**config.mk**
```make
export PLATFORM = sky130hd
export DESIGN_NAME = modular_exponentiation
export DESIGN_NICKNAME = d
export VERILOG_FILES = /design/src/hw/rtl/modexp_pkg.sv /design/src/hw/rtl/modular_exponentiation.sv /design/src/hw/rtl/modexp_mulmod.sv
export SDC_FILE = /design/constraint.sdc
export NUM_CORES = 1
export LEC_CHECK = 0
export ABC_AREA = 1
export BUFFER_PORTS_ARGS = -buffer_cell sky130_fd_sc_hd__buf_2
export CAP_MARGIN = 20
export CORE_ASPECT_RATIO = 1.2
export CORE_MARGIN = 2
export CORE_UTILIZATION = 40
export CTS_CLUSTER_DIAMETER = 200
export DETAILED_ROUTE_END_ITERATION = 8
export SYNTH_ARGS = -nofsm -noshare
export SYNTH_HDL_FRONTEND = slang
export SYNTH_HIERARCHICAL = 1
export SYNTH_SLANG_ARGS = --single-unit
```
**constraint.sdc**
```tcl
create_clock -name clk -period 3.63 [get_ports clk]
set_input_delay 0.363 -clock clk [delete_from_list [all_inputs] [get_ports clk]]
set_output_delay 0.363 -clock clk [all_outputs]
set_load 0.05 [all_outputs]
```
**src/hw/rtl/modexp_pkg.sv**
```systemverilog
// shared types and constants of the modular exponentiation block
// widths, modulus reset value, payload structs and sequencer states
// no dependencies
`default_nettype none

package modexp_pkg;

	localparam int MOD_WIDTH   = 34;
	localparam int EXP_WIDTH   = 32;
	localparam int PADDR_WIDTH = 4;
	localparam int PDATA_WIDTH = 64;

	localparam logic [MOD_WIDTH-1:0] MODULUS_RESET = MOD_WIDTH'(64'd10000000000);

	// register index, taken from paddr above the byte offset
	localparam logic [PADDR_WIDTH-4:0] REG_MODULUS = '0;

	typedef struct packed {
		logic [MOD_WIDTH-1:0] base;
		logic [EXP_WIDTH-1:0] exponent;
	} operands_t;

	typedef struct packed {
		logic [MOD_WIDTH-1:0] power;
		logic                 base_too_large;
	} result_t;

	typedef enum logic [2:0] {
		ST_IDLE,
		ST_SCAN,
		ST_MUL,
		ST_SQR,
		ST_DONE
	} state_t;

endpackage

`default_nettype wire

```
**src/hw/rtl/modular_exponentiation.sv**
```systemverilog
// top level of the modular exponentiation block: apb register, sequencer
// depends on modexp_pkg and modexp_mulmod
//
// usage: write the modulus over apb (64-bit data, byte address 0, reset
// value 10000000000), then raise start with base and exponent on operands
// while busy is low. the beat is taken at that edge and busy stays high
// until the answer is out. the result beat is shown for exactly one cycle
// with done high; power is base^exponent mod modulus and base_too_large
// flags a base not below the modulus (power then reads 0). the receiver
// cannot stall; done is a strobe to be captured when seen.
// sequence: a flagged base goes straight from idle to the done state. otherwise
// the exponent is scanned lsb first, one scan state per bit, plus a modular
// multiply for each set bit and a square for each bit below the top set bit.
// every multiply and square runs on the one shared shift-add unit.
// one item at a time; busy low again the cycle after done.
// reset: asynchronous, clears the sequencer and restores the modulus.
`default_nettype none

module modular_exponentiation import modexp_pkg::*; (
	input  wire logic                   clk,
	input  wire logic                   arst_n,
	input  wire logic                   start,
	output logic                        busy,
	input  wire operands_t              operands,
	output logic                        done,
	output result_t                     result,
	input  wire logic                   psel,
	input  wire logic                   penable,
	input  wire logic                   pwrite,
	input  wire logic [PADDR_WIDTH-1:0] paddr,
	input  wire logic [PDATA_WIDTH-1:0] pwdata,
	output logic [PDATA_WIDTH-1:0]      prdata,
	output logic                        pready
);

	state_t state_q;
	state_t state_d;

	logic [MOD_WIDTH-1:0] modulus_q;
	logic [MOD_WIDTH-1:0] b_q;
	logic [MOD_WIDTH-1:0] acc_q;
	logic [EXP_WIDTH-1:0] e_q;
	logic                 flag_q;

	logic                 accept;
	logic                 too_large;
	logic                 reg_hit;
	logic                 mul_start;
	logic                 mul_square;
	logic                 mul_done;
	logic [MOD_WIDTH-1:0] mul_x;
	logic [MOD_WIDTH-1:0] mul_product;

	// configuration port
	assign pready  = 1'b1;
	assign reg_hit = (paddr[PADDR_WIDTH-1:3] == REG_MODULUS);
	assign prdata  = reg_hit ? PDATA_WIDTH'(modulus_q) : '0;

	always_ff @(posedge clk or negedge arst_n) begin
		if (!arst_n) begin
			modulus_q <= MODULUS_RESET;
		end else if (psel && penable && pwrite && pready && reg_hit) begin
			modulus_q <= pwdata[MOD_WIDTH-1:0];
		end
	end

	assign busy      = (state_q != ST_IDLE);
	assign accept    = start && !busy;
	assign too_large = (operands.base >= modulus_q);

	// next state
	always_comb begin
		state_d = state_q;
		unique case (state_q)
			ST_IDLE: begin
				if (start) begin
					state_d = too_large ? ST_DONE : ST_SCAN;
				end
			end
			ST_SCAN: begin
				if (e_q == '0) begin
					state_d = ST_DONE;
				end else if (e_q[0]) begin
					state_d = ST_MUL;
				end else begin
					state_d = ST_SQR;
				end
			end
			ST_MUL: begin
				if (mul_done) begin
					// no square needed once the top set bit is consumed
					state_d = (e_q[EXP_WIDTH-1:1] == '0) ? ST_DONE : ST_SQR;
				end
			end
			ST_SQR: begin
				if (mul_done) begin
					state_d = ST_SCAN;
				end
			end
			ST_DONE: begin
				state_d = ST_IDLE;
			end
			default: begin
				state_d = ST_IDLE;
			end
		endcase
	end

	// multiplier launch control
	always_comb begin
		mul_start  = 1'b0;
		mul_square = 1'b0;
		unique case (state_q)
			ST_SCAN: begin
				mul_start  = (e_q != '0);
				mul_square = !e_q[0];
			end
			ST_MUL: begin
				mul_start  = mul_done && (e_q[EXP_WIDTH-1:1] != '0);
				mul_square = 1'b1;
			end
			default: begin
				mul_start  = 1'b0;
				mul_square = 1'b0;
			end
		endcase
	end

	assign mul_x = mul_square ? b_q : acc_q;

	modexp_mulmod #(
		.W(MOD_WIDTH)
	) u_mulmod (
		.clk    (clk),
		.arst_n (arst_n),
		.start  (mul_start),
		.x      (mul_x),
		.y      (b_q),
		.m      (modulus_q),
		.done   (mul_done),
		.product(mul_product)
	);

	always_ff @(posedge clk or negedge arst_n) begin
		if (!arst_n) begin
			state_q <= ST_IDLE;
		end else begin
			state_q <= state_d;
		end
	end

	always_ff @(posedge clk) begin
		if (accept) begin
			b_q    <= operands.base;
			e_q    <= operands.exponent;
			flag_q <= too_large;
			// 1 mod m, which is 0 for a modulus of one; also 0 for a flagged base
			acc_q  <= (!too_large && (modulus_q > MOD_WIDTH'(1))) ? MOD_WIDTH'(1) : '0;
		end else if ((state_q == ST_MUL) && mul_done) begin
			acc_q <= mul_product;
		end else if ((state_q == ST_SQR) && mul_done) begin
			b_q <= mul_product;
			e_q <= e_q >> 1;
		end
	end

	assign done                  = (state_q == ST_DONE);
	assign result.power          = acc_q;
	assign result.base_too_large = flag_q;

endmodule

`default_nettype wire

```
**src/hw/rtl/modexp_mulmod.sv**
```systemverilog
// shared shift-and-add modular multiplier, one multiplier bit per cycle
// uses modexp_pkg for the default width
`default_nettype none

module modexp_mulmod import modexp_pkg::*; #(
	parameter int W = MOD_WIDTH
) (
	input  wire logic         clk,
	input  wire logic         arst_n,
	input  wire logic         start,
	input  wire logic [W-1:0] x,
	input  wire logic [W-1:0] y,
	input  wire logic [W-1:0] m,
	output logic              done,
	output logic [W-1:0]      product
);

	logic         run_q;
	logic [W-1:0] x_q;
	logic [W-1:0] y_q;
	logic [W-1:0] acc_q;

	logic [W:0]   sum_acc;
	logic [W:0]   sum_dbl;
	logic [W:0]   m_ext;
	logic [W-1:0] acc_nxt;
	logic [W-1:0] dbl_nxt;

	// both operands stay below m, so one conditional subtract suffices
	always_comb begin
		m_ext   = {1'b0, m};
		sum_acc = {1'b0, acc_q} + {1'b0, y_q};
		sum_dbl = {1'b0, y_q} + {1'b0, y_q};
		acc_nxt = (sum_acc >= m_ext) ? W'(sum_acc - m_ext) : W'(sum_acc);
		dbl_nxt = (sum_dbl >= m_ext) ? W'(sum_dbl - m_ext) : W'(sum_dbl);
	end

	assign done    = run_q && (x_q == '0);
	assign product = acc_q;

	always_ff @(posedge clk or negedge arst_n) begin
		if (!arst_n) begin
			run_q <= 1'b0;
		end else if (start) begin
			run_q <= 1'b1;
		end else if (done) begin
			run_q <= 1'b0;
		end
	end

	always_ff @(posedge clk) begin
		if (start) begin
			x_q   <= x;
			y_q   <= y;
			acc_q <= '0;
		end else if (run_q && (x_q != '0)) begin
			if (x_q[0]) begin
				acc_q <= acc_nxt;
			end
			x_q <= x_q >> 1;
			y_q <= dbl_nxt;
		end
	end

endmodule

`default_nettype wire
```
======== Word level (Yosys, flattened, before mapping) ========
Index checks and enable logic that the tools add are counted.
word-level totals
  output and inout port bits .............. 102
  bits in registers ....................... 241
cells by class
  add/sub/neg operators ................... 4
  reductions and logical operators ........ 28
  eq/ne operators ......................... 8
  mux-type cells .......................... 29
  order comparisons ....................... 4
  bitwise logic cells ..................... 1
operator list
  operator                                              count
  two-way mux 34 bit                                    13
  two-way mux 32 bit                                    3
  adder 34 x 34 -> 35 bit                               2
  greater-or-equal comparator 35 x 34 -> 1 bit          2
  subtractor 34 bit                                     2
  greater-or-equal comparator 34 bit                    1
  > comparator 34 x 1 -> 1 bit (second input constant)  1
  logical NOT 34 bit                                    1
  nonzero test 34 bit                                   1
  logical NOT 32 bit                                    1
  nonzero test 32 bit                                   1
  logical NOT 31 bit                                    1
  nonzero test 31 bit                                   1
  two-way mux 3 bit                                     6
  case mux 3 bit (4 select lines)                       1
  logical AND 1 bit                                     10
  inequality test 2 bit (second input constant)         4
  nonzero test 2 bit                                    4
  == test 3 x 2 -> 1 bit (second input constant)        2
  two-way mux 1 bit                                     4
  case mux 1 bit (2 select lines)                       2
  AND reduction 2 bit                                   2
  == test 3 x 1 -> 1 bit (second input constant)        1
  == test 3 bit (second input constant)                 1
  other kinds (5)                                       7

======== Logic depth before layout (Yosys ltp) ========
Gate-level depths: netlist (run 1).
  depth in word-level cells ............... 6
  gate-level depth with buffers ........... 31

======== By module ========
Netlist (run 1), hierarchy kept.
modules (own cells, without submodules)
  module                  instances  area an instance (sq um)  cells each  sequential area each (sq um)
  modexp_mulmod           1          12125.4                   1997        2747.6
  modular_exponentiation  1          7323.3                    866         3972.6

======== Least setup slack after synthesis (run 1) ========
OpenSTA, ideal clock, no wires.
  kind .................................... register -> register
  start ................................... register u_mulmod.x_q[24]
  end ..................................... register acc_q[0] (enable)
  data required time ...................... 3.158 ns
  arrival ................................. 3.533 ns
  stages on the path, launching flop included .. 8
  path slack .............................. -0.376 ns
  setup time .............................. 0.472 ns
  cell sequence ........................... edfxtp_1 inv_1 nand4_1 nor4_1 nand3_1 nor2_1 inv_1 o21ai_0
between the ends
  cells in the longest elaborated chain, start to end .. 4
RTL lines
  what                          line                           RTL
  from (decl)                   modexp_mulmod.sv:19            logic [W-1:0] x_q;
  from (signal assigned)        modexp_mulmod.sv:60            x_q <= x_q >> 1;
  logical NOT 34 bit            modexp_mulmod.sv:38            assign done = run_q && (x_q == '0);
  logical AND 1 bit             modexp_mulmod.sv:38
  named net mul_done            modular_exponentiation.sv:50   logic mul_done;
  logical AND 1 bit             modular_exponentiation.sv:159  end else if ((state_q == ST_MUL) && mul_done) begin
  nonzero test 2 bit (no line)  -
  to (signal assigned)          modular_exponentiation.sv:158  acc_q <= (!too_large && (modulus_q > MOD_WIDTH'(1))) ? MOD_WIDTH'(1) : '0;
  to (signal assigned)          modular_exponentiation.sv:160  acc_q <= mul_product;
  to (decl)                     modular_exponentiation.sv:41   logic [MOD_WIDTH-1:0] acc_q;
The timed path passes the listed nets, and every way through them passes these cells.
A chain may end at the register's enable or synchronous reset.

======== Worst setup path after layout (run 1) ========
  start ................................... register u_mulmod.y_q[10]
  end ..................................... register u_mulmod.acc_q[0], in the netlist u_mulmod/product[0]
between the ends
  cells in the longest elaborated chain, start to end .. 3
RTL lines
  what                                          line                 RTL
  from (decl)                                   modexp_mulmod.sv:20  logic [W-1:0] y_q;
  from (signal assigned)                        modexp_mulmod.sv:54  y_q <= y;
  from (signal assigned)                        modexp_mulmod.sv:61  y_q <= dbl_nxt;
  adder 34 x 34 -> 35 bit                       modexp_mulmod.sv:32  sum_acc = {1'b0, acc_q} + {1'b0, y_q};
  greater-or-equal comparator 35 x 34 -> 1 bit  modexp_mulmod.sv:34  acc_nxt = (sum_acc >= m_ext) ? W'(sum_acc - m_ext) : W'(sum_acc);
  two-way mux 34 bit                            modexp_mulmod.sv:34
  to (signal assigned)                          modexp_mulmod.sv:58  acc_q <= acc_nxt;
  to (decl)                                     modexp_mulmod.sv:21  logic [W-1:0] acc_q;
Every way passes these cells.

==> results.ini, run 1 <==
[hold_path]
hold_path_class=input port to flop

[job]
cap_violations=0

[detailed_routing]
wire_per_inst_um=21.1
drc=0
routed_via_density=5.23
vias=21080
drt-total-wl_mm=84.9
drtAntennaViolNets=0
dr.pass1.iters=5
drt-initial-drc-count=1643

[sta]
setup_violations=34
finalWorstSetupSlack_ps=-161
timing_hold_violations_final=0
maxSlewViolCount=0
hold_slack_ps=15.9
rsz0062_at_grt=true
fin_crit_ps=3790
fmax_mhz=264
worstMarginPinSlew_ps=936
relSlewSlack_pct=37.6
fin_worst_skew_ps=28.0
timing.final.crit_share_pct=104

[placement]
gp_congestion=0.989
portBuffers=177
placed_cell_area_um2=23100
place_hpwl_mm=68.7

[floorplanning]
num_rows=88
core_um2=48000
ios=242
start_util_pct=40.5
die_w_um=205
die_h_um=246
die_area_um2=50400

[setup_path]
worstPathRequired_ps=4140
path_buf_inv=4
crit_type=flop to flop
cp.arrival_ps=4300
path_common_cell=nand2_1
critPathMaxFanout=7
critPathTopFamily=simple AND/OR/NAND/NOR gates
cp_slowest_cell=edfxtp_1
cp-start-kind=flop
endpoint_kind=flop
cpPeakStageDelay_ps=530

[global_routing]
overflow=0
grt_pass1_wl_mm=122
grt_max_degree=69
grt_pass1_vias=20130
antenna_found_initial=0
grt_use_total_pct=33.0

[yosys]
synth_edf_count=169
yosysWarnings=6
yosysSeqAreaShare_pct=34.6
synth_seq_cells=241
avgSynthCellArea_um2=6.79
ys_async_sr_fraction_pct=15.8
ys.flop_type=edfxtp_1
syn_area_um2=19400
ys_types=47
synth_cells=2863

[layout]
num-fill-cells=4819
fin_area_um2=26500
multi_input_area_um2=12500
antenna_cells=0
drive_gt1_share_pct=28.2
nets=3656
regArea_um2=6720
syn_to_final_growth_pct=36.4

[cts]
insertion_delay_ps=610
root_buffer=clkbuf_16
cts_tree=done
cts_max_level=1
clock_path_buffers=3
cts_made_buffers=29
path_clk_slew_ps=70
clock-sinks=241

[outcome]
violations=negative setup slack
run_status=finished with violations

-- cells in the mapped netlist (3+ instances only) --
library cell  count  share of area, %
nor2_1          243               4.7
nand3b_1         19              0.73
o21ai_1          26              0.67
and2_1            3             0.097
inv_2             8              0.15
dfstp_2          11               1.5
xor2_1           28               1.3
o21bai_1         12              0.46
clkbuf_1         31              0.60
buf_4            38               1.5
o211ai_1          8              0.31
o21ai_0         123               3.2
ha_1            136               8.7
nor4_1           15              0.48
xnor2_1          33               1.5
dfxtp_1          34               3.5
a21o_1           12              0.46
nand3_1         150               3.9
buf_2            31              0.80
and3_1            3             0.097
o21a_1            8              0.31
edfxtp_1        169                26
inv_1           429               8.3
nor3_2            3              0.15
buf_6             4              0.23
a31oi_1           5              0.16
a21oi_1         183               4.7
fa_1              3              0.31
nand2_1         989                19
dfrtp_1          27               3.5
nor3_1           22              0.57
nand4_1          32               1.0
-- metrics by stage --
| stage | util (%) | setup TNS (ps) | worst slack [ps] | std cells |
|---|---|---|---|---|
| floorplan | - | 0 | 55.4 | 2892 |
| global placement | 48.2 | -14050 | -442 | 3917 |
| detailed placement | 48.2 | -13520 | -433 | 3917 |
| CTS | 53.3 | -155 | -27.5 | 4009 |
| global route | 55.3 | -8640 | -309 | 4029 |
| finish | 55.3 | -3630 | -161 | 4029 |
-- flip-flops by register name (all words and copies together), names as in the netlist --
| register | count |
|---|---|
| state_q | 3 |
| acc_q | 34 |
| flag_q | 1 |
| u_mulmod/product | 34 |
| u_mulmod/y_q | 34 |
| u_mulmod/run_q | 1 |
| modulus_q | 34 |
| e_q | 32 |
| u_mulmod/x_q | 34 |
| b_q | 34 |
-- timing repair --
action	in CTS	in global routing
cloned	2	2
hold buffers	12	0
pin swaps	44	94
buffers inserted	25	20
hold endpoints to repair	38	0
gates resized for setup	237	187
setup endpoints to repair	34	34
-- routing by layer --
layer	up-vias	track usage (%)	wire, um
met5	-	0	0
met4	0	19.8	6180
met3	216	4.23	5780
met2	860	52.8	38100
met1	9873	42.4	34800
li1	10131	-	-
-- area by class of cell --
cell class	instances	area share, %
clock buffer	41	2.99
clock inverter	12	0.420
inverter	439	6.23
multi-input combinational	2108	47.1
sequential	241	25.3
tap	630	2.97
timing repair buffer	558	14.9
-- cell usage in the layout, fill, tap and decap left out, types with 11 or more instances in the layout --
master / n
o21ai_1: 32
nor2_1: 198
xor2_1: 22
dfrtp_1: 27
conb_1: 31
nand4_1: 32
nand3_1: 127
o21ai_0: 111
nand3b_1: 19
ha_1: 84
nand2_4: 26
dfstp_2: 11
edfxtp_1: 169
buf_2: 177
nand2_1: 872
clkbuf_16: 31
inv_1: 403
nand3_2: 21
ha_4: 51
nand2_2: 93
a21oi_1: 148
a21oi_2: 31
a21o_1: 12
nor2_4: 18
dlygate4sd3_1: 12
inv_2: 33
xnor2_1: 30
nor2_2: 29
dfxtp_1: 33
buf_4: 349
nor3_1: 17
-- path summary, 6_finish.rpt --
path                                                      from  depth (start not counted)                          endpoint  slack (ps)
min in group asynchronous                               arst_n                          2        u_mulmod/run_q$_DFFE_PN0P_         450
worst max-delay path                u_mulmod/y_q[10]$_DFFE_PP_                         26  u_mulmod/product[0]$_SDFFE_PP0P_        -160
worst max register to register      u_mulmod/y_q[10]$_DFFE_PP_                         26  u_mulmod/product[0]$_SDFFE_PP0P_        -160
max in group asynchronous                               arst_n                          2         modulus_q[32]$_DFFE_PN0P_        2570
worst min register to register  u_mulmod/x_q[33]$_SDFFCE_PN0P_                          2        u_mulmod/x_q[32]$_DFFE_PP_         550
worst min-delay path                                pwdata[25]                          3         modulus_q[25]$_DFFE_PN0P_          20
-- worst min-delay path, delay by kind of cell --
kind | cells | cell delay [ps]
AOI/OAI and AO/OA | 1 | 100
and+or+nand+nor | 1 | 30
buffers and inverters | 1 | 80
-- cell families after synthesis --
| group | synth area share [%] |
|---|---|
| AND/OR/NAND/NOR | 31.4 |
| other | 0.0386 |
| flip-flops | 34.6 |
| adder cells (fa/ha/maj) | 9.06 |
| AO/OA/AOI/OAI | 10.6 |
| buffers and inverters | 11.6 |
| XOR/XNOR | 2.75 |
Power of run 1 is not shown: default switching activity piles up to over one toggle a cycle in this logic, so the estimate is an artifact.
==> inputs of run 2 (changes only) <==
--- a/config.mk
+++ b/config.mk
@@ -13,6 +13,7 @@
 export CORE_UTILIZATION = 40
 export CTS_CLUSTER_DIAMETER = 200
 export DETAILED_ROUTE_END_ITERATION = 8
+export MAX_ROUTING_LAYER = met4
 export SYNTH_ARGS = -nofsm -noshare
 export SYNTH_HDL_FRONTEND = slang
 export SYNTH_HIERARCHICAL = 1
==> run 2 against run 1 <==
Net effect:
- the run still ends with negative setup slack left
- design area is 2.7% higher
- maximum frequency is 0.42% lower
- flip-flop and latch count stayed put
- clock-buffer cell count is 1 lower
- clock skew is 1.4 ps higher
- non-clock buffer count is 28 higher
- critical endpoint is now u_mulmod/product[32]$_SDFFE_PP0P_
- largest cell class unchanged
==> results.ini, run 2 (synthesis results as in run 1) <==
[detailed_routing]
wire_per_inst_um=21.1
drtAntennaViolNets=0
dr.pass1.iters=6
drt-initial-drc-count=1766
routed_via_density=5.20
drt-total-wl_mm=85.6
vias=21107
drc=0

[job]
cap_violations=0

[global_routing]
grt_pass1_wl_mm=122
overflow=0
grt_pass1_vias=19996
grt_use_total_pct=33.9
antenna_found_initial=2
grt_max_degree=109

[floorplanning]
ios=242
start_util_pct=40.5
die_area_um2=50400
die_h_um=246
core_um2=48000
num_rows=88
die_w_um=205

[setup_path]
worstPathRequired_ps=4090
cp.arrival_ps=4270
cp-start-kind=flop
crit_type=flop to flop
critPathMaxFanout=4
endpoint_kind=flop

[sta]
fmax_mhz=263
fin_crit_ps=3810
tns_ps=-1220
setup_violations=33
worstMarginPinSlew_ps=937
relSlewSlack_pct=37.5
timing.final.crit_share_pct=105
hold_slack_ps=22.3
finalWorstSetupSlack_ps=-177
rsz0062_at_grt=true
timing_hold_violations_final=0
fin_worst_skew_ps=29.4
maxSlewViolCount=0

[layout]
nets=3685
syn_to_final_growth_pct=40.0
final_common_cell=nand2_1
drive_gt1_share_pct=30.9
most-common-layout-cells=nand2_1, inv_1, buf_4, nor2_1, buf_2

[outcome]
violations=negative setup slack
run_status=finished with violations

[cts]
cts_tree=done
insertion_delay_ps=600
path_clk_slew_ps=70
root_buffer=clkbuf_16
clock-sinks=241
cts_max_level=1
cts_made_buffers=29
clock_path_buffers=3

[hold_path]
hold_path_class=input port to flop

[placement]
portBuffers=177
place_hpwl_mm=69.6
gp_congestion=1.03
dp_slack_ps=-501

run 2: metrics by stage:
stage | instances | utilization, % | instance area (um2)
after floorplan | 2892 | - | 19600
after CTS | 4017 | 53.5 | 25700
after global routing | 4061 | 56.7 | 27200
after detailed placement | 3934 | 48.5 | 23300
after global placement | 3934 | 48.5 | 23300
final | 4061 | 56.7 | 27200
run 2: repair_timing:
action / in CTS / in global routing
hold endpoints to repair: 33 / 0
endpoints found under the setup margin: 34 / 34
hold buffers: 7 / 0
cloned: 0 / 4
setup buffers: 22 / 38
gates resized for setup: 247 / 284
pin swaps: 63 / 98
run 2: area by class of cell:
type,count,area [um2]
fill,4691,20800
multi-input combinational,2109,12900
sequential,241,6720
timing repair buffer,586,4240
inverter,439,1660
clock buffer,40,848
tap,630,788
clock inverter,14,120
antenna,2,5.00
run 2: layer usage:
layer / vias up / share of wire, % / track usage [%]
li1: 10205 / - / -
met1: 9953 / 42 / 42.9
met2: 788 / 47 / 54.7
met3: 161 / 6.2 / 3.66
met4: 0 / 5.2 / 15.4
met5: - / 0 / -
run 2: final timing paths:
check / slack [ps] / end / cells after the start / startpoint
max: -180 / u_mulmod/product[32]$_SDFFE_PP0P_ / 25 / u_mulmod/y_q[14]$_DFFE_PP_
min: 20 / modulus_q[24]$_DFFE_PN0P_ / 3 / pwdata[24]
max reg2reg: -180 / u_mulmod/product[32]$_SDFFE_PP0P_ / 25 / u_mulmod/y_q[14]$_DFFE_PP_
min reg2reg: 550 / e_q[19]$_DFFE_PP_ / 2 / e_q[20]$_DFFE_PP_
max in group asynchronous: 2550 / modulus_q[0]$_DFFE_PN0P_ / 2 / arst_n
min in group asynchronous: 480 / u_mulmod/run_q$_DFFE_PN0P_ / 2 / arst_n
run 2: worst max-delay path, stage by stage, from the launching register on:
cell and delay (ps):
edfxtp_1 490, ha_4 280, nand2_2 110, inv_1 70, nand2_1 70, nand3_1 100
a21oi_1 170, nand2_2 130, nand3_2 80, nand2_1 70, xor2_1 200, buf_4 180
ha_4 210, buf_4 140, a21oi_1 310, o21ai_1 180, inv_1 80, nand2_1 80
a21oi_2 180, nand2_1 90, nand2_1 100, nand2_1 80, inv_1 60, nand2_1 60
nand3_1 80, a21oi_2 60
Power of run 2 is left out for the same reason.
